**src/design/wavelet_matrix_access_rank_unit_assert.svh**
```systemverilog
// Assertion macros shared by the wavelet matrix unit.
`ifndef WAVELET_MATRIX_ACCESS_RANK_UNIT_ASSERT_SVH
`define WAVELET_MATRIX_ACCESS_RANK_UNIT_ASSERT_SVH

// Same-cycle implication, checked outside reset.
`define WMAR_ASSERT_IMPL(name, ante, cons, msg) \
    name: assert property (@(posedge i_clk) disable iff (!i_rst_n) (ante) |-> (cons)) \
        else $error(msg);

// Next-cycle implication, checked outside reset.
`define WMAR_ASSERT_NEXT(name, ante, cons, msg) \
    name: assert property (@(posedge i_clk) disable iff (!i_rst_n) (ante) |=> (cons)) \
        else $error(msg);

`endif

```
**src/design/wmar_pkg.sv**
```systemverilog
`default_nettype none

package wmar_pkg;

    localparam int MAX_SYMBOLS = 4096;
    localparam int LEVELS      = 4;
    localparam int WORD_BITS   = 64;
    localparam int STORE_WORDS = (MAX_SYMBOLS * LEVELS) / WORD_BITS;

    localparam int ADDR_W   = $clog2(STORE_WORDS);
    localparam int OFF_W    = $clog2(WORD_BITS);
    localparam int CNT_W    = $clog2(WORD_BITS + 1);
    localparam int PREFIX_W = 15;
    localparam int RANK_W   = PREFIX_W + 1;
    localparam int LIX_W    = $clog2(LEVELS);
    localparam int LVL_W    = $clog2(LEVELS + 1);
    localparam int POS_W    = 13;
    localparam int SYM_W    = 4;
    localparam int CALC_W   = 32;

    localparam int OP_W       = 2;
    localparam int IN_DATA_W  = 96;
    localparam int OUT_DATA_W = 16;
    localparam int CFG_IDX_W  = 4;
    localparam int CFG_DATA_W = 16;

    localparam logic [OP_W-1:0] OP_LOAD   = 2'd0;
    localparam logic [OP_W-1:0] OP_ACCESS = 2'd1;
    localparam logic [OP_W-1:0] OP_RANK   = 2'd2;

    localparam logic [CFG_IDX_W-1:0] CFG_SYMBOL_COUNT = 4'd0;
    localparam logic [CFG_IDX_W-1:0] CFG_ZEROS_L0     = 4'd1;
    localparam logic [CFG_IDX_W-1:0] CFG_ZEROS_L3     = 4'd4;
    localparam logic [CFG_IDX_W-1:0] CFG_OBL_L1       = 4'd5;
    localparam logic [CFG_IDX_W-1:0] CFG_OBL_L3       = 4'd7;

    // Input tdata layout, lowest field last.
    typedef struct packed {
        logic [6:0]           pad;
        logic [SYM_W-1:0]     symbol;
        logic [POS_W-1:0]     position;
        logic [63:0]          word_data;
        logic [7:0]           word_index;
    } t_in_data;

    // One rank1 lookup: ones below the index, and the bit at the index.
    typedef struct packed {
        logic [RANK_W-1:0] ones;
        logic              bit_val;
    } t_rank1;

    function automatic logic [CNT_W-1:0] popcount(input logic [WORD_BITS-1:0] w);
        logic [3:0]       byte_cnt [WORD_BITS/8];
        logic [CNT_W-1:0] sum;
        for (int i = 0; i < WORD_BITS / 8; i++) begin
            byte_cnt[i] = '0;
            for (int j = 0; j < 8; j++) begin
                byte_cnt[i] = byte_cnt[i] + 4'(w[8*i+j]);
            end
        end
        sum = '0;
        for (int i = 0; i < WORD_BITS / 8; i++) begin
            sum = sum + CNT_W'(byte_cnt[i]);
        end
        return sum;
    endfunction

endpackage

`default_nettype wire

```
**src/design/wmar_rank1.sv**
```systemverilog
`default_nettype none

module wmar_rank1 (
    input  logic [wmar_pkg::WORD_BITS-1:0] i_word,
    input  logic [wmar_pkg::PREFIX_W-1:0]  i_prefix,
    input  logic [wmar_pkg::OFF_W-1:0]     i_off,
    input  logic                           i_full,
    output wmar_pkg::t_rank1               o_res
);
    import wmar_pkg::*;

    logic [WORD_BITS-1:0] w_mask;

    // Count every bit of the word when the index lies past the store.
    assign w_mask = i_full ? '1 : ((WORD_BITS'(1) << i_off) - WORD_BITS'(1));

    assign o_res.ones    = RANK_W'(i_prefix) + RANK_W'(popcount(i_word & w_mask));
    assign o_res.bit_val = !i_full && i_word[i_off];

endmodule

`default_nettype wire

```
**config.mk**
```make
export PLATFORM = sky130hd
export DESIGN_NAME = wmar_rank1
export DESIGN_NICKNAME = d
export VERILOG_FILES = /design/src/design/wavelet_matrix_access_rank_unit_assert.svh /design/src/design/wmar_pkg.sv /design/src/design/wmar_rank1.sv
export SDC_FILE = /design/constraint.sdc
export NUM_CORES = 1
export LEC_CHECK = 0
export BUFFER_PORTS_ARGS = -buffer_cell sky130_fd_sc_hd__buf_4
export CAP_MARGIN = 20
export CORE_UTILIZATION = 50
export DETAILED_ROUTE_END_ITERATION = 10
export PLACE_DENSITY_LB_ADDON = 0.08
export SYNTH_ARGS = -nofsm -noshare
export SYNTH_HDL_FRONTEND = slang
export SYNTH_SLANG_ARGS = --single-unit
```
**constraint.sdc**
```tcl
create_clock -name vclk -period 27.4
set_input_delay 5.48 -clock vclk [all_inputs]
set_output_delay 5.48 -clock vclk [all_outputs]
set_load 0.01 [all_outputs]
```
======== Word-level counts from Yosys, hierarchy flattened ========
Index checks and enable logic that the tools add are counted.
W data, S select, Z words.
storage, ports and cells
  register bits after elaboration ......... 0
  bits of input ports ..................... 86
  word-level logic and storage cells ...... 73
cells by class
  add/sub/neg operators ................... 65
  magnitude comparators ................... 1
  shift-type cells ........................ 1
  multiplexer cells ....................... 3
  bitwise operators ....................... 1
  reduce and logical (&&, ||, !) cells .... 2
operators with widths
  operator                 count
  $add A4 B1 Y4            32
  $and A64 B64 Y64         1
  $mux W64                 1
  $shl A1 B6 Y64 const A   1
  $sub A64 B1 Y64 const B  1
  $add A3 B1 Y4            8
  $add A7 B4 Y7            4
  $add A2 B1 Y3            8
  $add A1 B1 Y2            8
  $add A15 B7 Y16          1
  $add A6 B4 Y7            1
  $lt A6 B7 Y1 const B     1
  $add A5 B4 Y6            1
  $bmux W1 S6              1
  $add A4 B4 Y5            1
  $logic_and A1 B1 Y1      1
  $logic_not A1 Y1         1
  $mux W1                  1

======== Logic depth before layout (Yosys ltp) ========
Gate-level depths: netlist of the first run.
  depth after elaboration ................. 19
  depth in mapped cells ................... 37
  mapped depth without buffers ............ 35

======== Worst setup path after synthesis of the first run ========
Ideal clock, no wire load.
  kind .................................... input -> output
  start ................................... input port i_off[4] (netlist name)
  end ..................................... output port o_res[15] (netlist name)
  arrival time ............................ 13.646 ns
  required time ........................... 21.920 ns
  path slack .............................. 8.274 ns
  stages on the path ...................... 37
  buffers on the path ..................... 2
  cells stage by stage .................... clkbuf_1 or2_2 nor2_1 nand2_1 or2_2 ha_1 clkbuf_1 o21ai_1 nand2_1 o21ai_0 a22oi_1 o21ai_0 nand2_1 fa_1 inv_1 fa_1 inv_1 fa_1 fa_1 inv_1 fa_1 inv_1 fa_1 fa_1 inv_1 fa_1 inv_1 fa_1 inv_1 fa_1 a21o_1 a21oi_1 o21ai_0 a21o_1 a21oi_1 nor3_1 xnor2_1
RTL lines
  item         line             source
  from (decl)  wmar_rank1.sv:6  input logic [wmar_pkg::OFF_W-1:0] i_off,
  to (decl)    wmar_rank1.sv:8  output wmar_pkg::t_rank1 o_res

==> results.sh, run 1 <==
export IMPL_status="finished clean"
export IMPL_antenna_found_initial=0
export IMPL_wirelength_mm=13.6
export IMPL_worst_pin_slew_ps=757
export IMPL_seqCellArea_sq_um=0
export IMPL_place_congestion=0.947
export IMPL_post_dp_hpwl_mm=11.2
export IMPL_post_cts_buffers=0
export IMPL_diodes=0
export IMPL_die_h_microns=93.4
export IMPL_layout_nets=763
export IMPL_min_path_type="input port to output port"
export IMPL_grt_pass1_wl_mm=21.4
export IMPL_path_max_fanout=40
export IMPL_multi_input_area_sq_um=3750
export IMPL_clock_buffers=0
export IMPL_grt_max_degree=49
export IMPL_die_w_microns=93.4
export IMPL_max_cap_violations=0
export IMPL_crit_top_cell="fa_1"
export IMPL_io_pins=103
export IMPL_max_clock_freq_mhz=49.5
export IMPL_ant_nets=0
export IMPL_grt_ovfl_total=0
export IMPL_route_detailed_drc=0
export IMPL_cpPeakStageDelay_ps=550
export IMPL_grt_pass1_vias=4108
export IMPL_start_util_pct=53.0
export IMPL_synth_cell_types=52
export IMPL_design_seq_count=0
export IMPL_arrival_ps=14730
export IMPL_critPathCaptureType="output port"
export IMPL_drt_initial_drc_count=422
export IMPL_maxSlewViolCount=0
export IMPL_seq_area_frac_synth_pct=0
export IMPL_dieArea_sq_um=8730
export IMPL_crit_slowest_cell="fa_1"
export IMPL_setup_viol=0
export IMPL_final_setup_tns_ps=0
export IMPL_synth_nets=694
export IMPL_finalHoldViolCount=0
export IMPL_cts_resized=0
export IMPL_synth_warnings=0
export IMPL_syn_inst=524
export IMPL_row_count=32
export IMPL_period_needed_ps=20210
export IMPL_min_period_over_period_pct=73.8
export IMPL_vias=4194
export IMPL_ctsHoldBuffers=0
export IMPL_slew_headroom_pct=49.2
export IMPL_io_buffers=103
export IMPL_cp_start_kind="input port"
export IMPL_avgSynthCellArea_sq_um=7.98
export IMPL_vias_per_cell=6.05
export IMPL_core_sq_um=7890
export IMPL_synth_area_sq_um=4180
export IMPL_rsz0062_at_grt="false"
export IMPL_critical_path_class="input port to output port"
export IMPL_syn_to_final_growth_pct=17.6
export IMPL_track_usage_pct=31.9
export IMPL_layout_drive_gt1_share_pct=20.6
export IMPL_first_pass_iters=5
export IMPL_wire_per_inst_microns=19.6
export IMPL_fill_cells=734
export IMPL_required_ps=21920
## layout make-up
class / count / share of cell area (%)
Multi-Input combinational cell: 418 / 76.2
Timing Repair Buffer: 104 / 15.9
Inverter: 69 / 5.27
Tap cell: 102 / 2.60
## synthesized netlist by cell type (all sizes together) (6+ instances only)
library cell / n / area share (%)
mux4: 19 / 11
nor2: 38 / 3.4
xor2: 12 / 2.5
o21ai: 55 / 6.6
ha: 28 / 8.4
nand2b: 9 / 1.3
a21boi: 6 / 1.1
fa: 56 / 27
clkbuf: 22 / 2.0
inv: 69 / 6.2
buf: 15 / 2.2
nor2b: 9 / 1.3
xnor2: 13 / 2.7
nand2: 41 / 3.7
o22ai: 6 / 0.90
o21a: 19 / 3.4
a21oi: 28 / 3.4
or2: 6 / 0.90
and2: 6 / 0.90
nor3: 11 / 1.3
## stage by stage
step	setup WS, ps	area, sq um	utilization, %	hold WS (ps)	std cells
final	7190	4910	62.3	11250	693
after global routing	6570	4910	62.3	11260	693
after CTS	7270	4910	62.3	11250	693
after detailed placement	7280	4910	62.3	11240	693
after global placement	7520	4910	62.3	11240	693
after floorplan	8270	4180	-	11040	524
## cells by family (layout without fill, tap and decap cells)
group | Yosys count | after routing | synth area share [%]
AO/OA/AOI/OAI | 142 | 142 | 20.7
adder cells (fa/ha/maj) | 84 | 84 | 35.2
multiplexers | 20 | 20 | 11.3
buffers and inverters | 106 | 173 | 10.3
AND/OR/NAND/NOR | 147 | 147 | 17.2
XOR/XNOR | 25 | 25 | 5.24
## layout by cell type (no fill, tap or decap), drive strengths merged, types with 9 or more instances in the layout
cell type / Yosys / layout
nor2: 38 / 38
xnor2: 13 / 13
o21ai: 55 / 55
nor3: 11 / 11
buf: 15 / 104
nand2: 41 / 41
a21oi: 28 / 28
mux4: 19 / 19
xor2: 12 / 12
nor2b: 9 / 9
fa: 56 / 56
nand2b: 9 / 9
ha: 28 / 28
inv: 69 / 69
o21a: 19 / 19
## worst max-delay path, delay by kind of cell
| kind | cells | cell delay [ps] |
|---|---|---|
| compound gates | 8 | 1960 |
| fa+ha+maj | 10 | 4720 |
| buf+inv | 8 | 720 |
| simple gates | 8 | 1830 |
## layer usage
| layer | vias to the layer above | GRT usage (%) | wire length (microns) |
|---|---|---|---|
| met1 | 2039 | 47.4 | 5850 |
| li1 | 1925 | - | - |
| met2 | 212 | 50.2 | 6240 |
| met4 | 0 | 4.74 | 248 |
| met5 | - | 0 | 0 |
| met3 | 18 | 4.72 | 1220 |
## worst paths after layout
| check | start | end | slack, ps | depth (start not counted) |
|---|---|---|---|---|
| max | i_off[2] | o_res[16] | 7190 | 34 |
| min | i_prefix[12] | o_res[13] | 11250 | 3 |
Power of run 1 is not shown: default switching activity piles up to over one toggle a cycle in this logic, so the estimate is an artifact.
==> run 2, diff against run 1 <==
Clock period 27.4 ns to 19.7 ns, I/O delays scaled along.
==> results.sh, run 2 (synthesized netlist as in run 1, its figures left out) <==
export IMPL_max_cap_violations=0
export IMPL_layout_common_cells="buf_4, inv_1, fa_1, o21ai_0, nand2_1"
export IMPL_status="finished clean"
export IMPL_grt_pass1_wl_mm=21.3
export IMPL_vias=4236
export IMPL_grt_ovfl_total=0
export IMPL_critical_path_class="input port to output port"
export IMPL_antenna_found_initial=0
export IMPL_core_sq_um=7890
export IMPL_io_pins=103
export IMPL_ant_nets=0
export IMPL_cts_resized=0
export IMPL_diodes=0
export IMPL_crit_top_cell="fa_1"
export IMPL_worst_pin_slew_ps=804
export IMPL_required_ps=15760
export IMPL_path_max_fanout=38
export IMPL_setup_viol=0
export IMPL_min_period_over_period_pct=87.5
export IMPL_multi_input_area_sq_um=3750
export IMPL_min_path_type="input port to output port"
export IMPL_grt_pass1_vias=4122
export IMPL_track_usage_pct=32.0
export IMPL_post_cts_buffers=0
export IMPL_dieArea_sq_um=8730
export IMPL_crit_slowest_cell="fa_1"
export IMPL_maxSlewViolCount=0
export IMPL_post_route_util_pct=62.3
export IMPL_grt_max_degree=49
export IMPL_period_needed_ps=17230
export IMPL_layout_nets=763
export IMPL_die_h_microns=93.4
export IMPL_clock_buffers=0
export IMPL_first_pass_iters=6
export IMPL_layout_drive_gt1_share_pct=20.6
export IMPL_vias_per_cell=6.11
export IMPL_place_congestion=0.975
export IMPL_seqCellArea_sq_um=0
export IMPL_slew_headroom_pct=46.0
export IMPL_whs_ps=8160
export IMPL_io_buffers=103
export IMPL_mostFrequentLayoutCell="buf_4"
export IMPL_syn_to_final_growth_pct=17.6
export IMPL_fill_cells=730
export IMPL_finalHoldViolCount=0
export IMPL_arrival_ps=13290
export IMPL_crit_buf_inv=8
export IMPL_rsz0062_at_grt="false"
export IMPL_row_count=32
export IMPL_cp_start_kind="input port"
export IMPL_design_seq_count=0
export IMPL_route_detailed_drc=0
export IMPL_final_setup_tns_ps=0
export IMPL_ctsHoldBuffers=0
export IMPL_wirelength_mm=13.7
export IMPL_critPathCaptureType="output port"
export IMPL_post_dp_hpwl_mm=11.4
export IMPL_max_clock_freq_mhz=58.0
export IMPL_drt_initial_drc_count=412
export IMPL_critical_path_top_delay_family="adder cells"
export IMPL_wire_per_inst_microns=19.8
export IMPL_die_w_microns=93.4
export IMPL_cpPeakStageDelay_ps=550
export IMPL_start_util_pct=53.0
-- run 2: cell counts in the layout (fill, tap and decap cells not counted) --
Identical to the previous run, type by type.
-- run 2: final timing paths --
check,startpoint,depth (start not counted),slack (ps),to
max,i_off[4],35,2470,o_res[16]
min,i_prefix[12],3,8160,o_res[13]
-- run 2: layer usage --
layer,wire length [microns],part of all wire [%],vias to the layer above,global-route usage [%]
li1,-,-,1930,-
met1,5650,41,2018,47.3
met2,6240,45,251,50.9
met3,1470,11,37,3.66
met4,371,2.7,0,6.15
met5,0,0,-,0
-- run 2: worst min-delay path, stage by stage --
cell    delay [ps]
buf_4           90
xor2_1          60
buf_4          140
-- run 2: cell type report --
| cell class | count | area share, % |
|---|---|---|
| tap | 102 | 2.60 |
| multi-input combinational | 418 | 76.2 |
| timing repair buffer | 104 | 15.9 |
| inverter | 69 | 5.27 |
-- run 2: metrics by stage --
stage               cell area (sq um)  std cells  setup slack [ps]
finish                           4910        693              2470
global route                     4910        693              2040
CTS                              4910        693              2690
detailed placement               4910        693              2700
global placement                 4910        693              2920
floorplan                        4180        524              3650
Power of run 2 is left out for the same reason.
==> run 3, diff against run 2 <==
Settings changed: RECOVER_POWER from default to 25.
==> results.sh, run 3 (synthesized netlist as in run 1, its figures left out) <==
export IMPL_place_congestion=0.975
export IMPL_final_setup_tns_ps=0
export IMPL_max_clock_freq_mhz=55.7
export IMPL_die_w_microns=93.4
export IMPL_antenna_found_initial=0
export IMPL_wirelength_mm=13.7
export IMPL_mostFrequentLayoutCell="buf_4"
export IMPL_io_buffers=103
export IMPL_route_detailed_drc=0
export IMPL_io_pins=103
export IMPL_diodes=0
export IMPL_grt_pass1_wl_mm=21.3
export IMPL_stdcell_count=693
export IMPL_crit_top_cell="fa_1"
export IMPL_finalHoldViolCount=0
export IMPL_design_seq_count=0
export IMPL_vias_per_cell=6.03
export IMPL_path_max_fanout=34
export IMPL_row_count=32
export IMPL_placed_cells=693
export IMPL_post_cts_buffers=0
export IMPL_syn_to_final_growth_pct=17.5
export IMPL_arrival_ps=14010
export IMPL_required_ps=15760
export IMPL_crit_slowest_cell="clkbuf_1"
export IMPL_ant_nets=0
export IMPL_critPathCaptureType="output port"
export IMPL_wire_per_inst_microns=19.7
export IMPL_setup_viol=0
export IMPL_grt_max_degree=49
export IMPL_first_pass_iters=6
export IMPL_min_period_over_period_pct=91.1
export IMPL_post_dp_hpwl_mm=11.4
export IMPL_status="finished with violations"
export IMPL_maxSlewViolCount=29
export IMPL_violations="capacitance limit, slew limit"
export IMPL_die_h_microns=93.4
export IMPL_grt_pass1_vias=4122
export IMPL_rsz0062_at_grt="false"
export IMPL_clock_buffers=0
export IMPL_dieArea_sq_um=8730
export IMPL_start_util_pct=53.0
export IMPL_track_usage_pct=32.0
export IMPL_layout_nets=763
export IMPL_cp_start_kind="input port"
export IMPL_drt_initial_drc_count=394
export IMPL_ctsHoldBuffers=0
export IMPL_layout_common_cells="buf_4, inv_1, fa_1, o21ai_0, nand2_1"
export IMPL_period_needed_ps=17950
export IMPL_cpPeakStageDelay_ps=1270
export IMPL_max_cap_violations=1
export IMPL_cts_resized=0
export IMPL_slew_headroom_pct=-20.2
export IMPL_layout_drive_gt1_share_pct=20.3
export IMPL_min_path_type="input port to output port"
export IMPL_vias=4177
export IMPL_worst_pin_slew_ps=1800
export IMPL_core_sq_um=7890
export IMPL_seqCellArea_sq_um=0
export IMPL_critical_path_class="input port to output port"
export IMPL_grt_ovfl_total=0
-- run 3: final timing paths --
path                    startpoint   endpoint  cells after the start
worst max-delay path      i_off[1]  o_res[16]                     32
worst min-delay path  i_prefix[12]  o_res[13]                      3
-- run 3: metrics by stage --
step	area (sq um)	hold WS [ps]	setup slack, ps	utilization, %
3_3_place_gp	4910	8160	2920	62.3
5_1_grt	4910	8180	1290	62.2
2_1_floorplan	4180	7960	3650	-
6_report	4910	8160	1750	62.2
4_1_cts	4910	8170	2690	62.3
3_5_place_dp	4910	8170	2700	62.3
-- run 3: critical path: cells and delay by family --
kind | cells | cell delay, ps
buf+inv | 7 | 2000
fa+ha+maj | 10 | 4790
simple gates | 8 | 1670
compound gates | 7 | 1630
-- run 3: cell type report --
type	count	area, sq um
timing repair buffer	104	777
fill	731	2980
multi-input combinational	418	3740
inverter	69	259
tap	102	128
-- run 3: metal layers --
metal / track usage (%) / part of all wire (%) / vias up
met2: 50.9 / 46 / 236
met3: 3.66 / 10 / 25
li1: - / - / 1929
met1: 47.3 / 42 / 1987
met5: 0 / 0 / -
met4: 6.15 / 2.2 / 0
Power of run 3 is left out for the same reason.
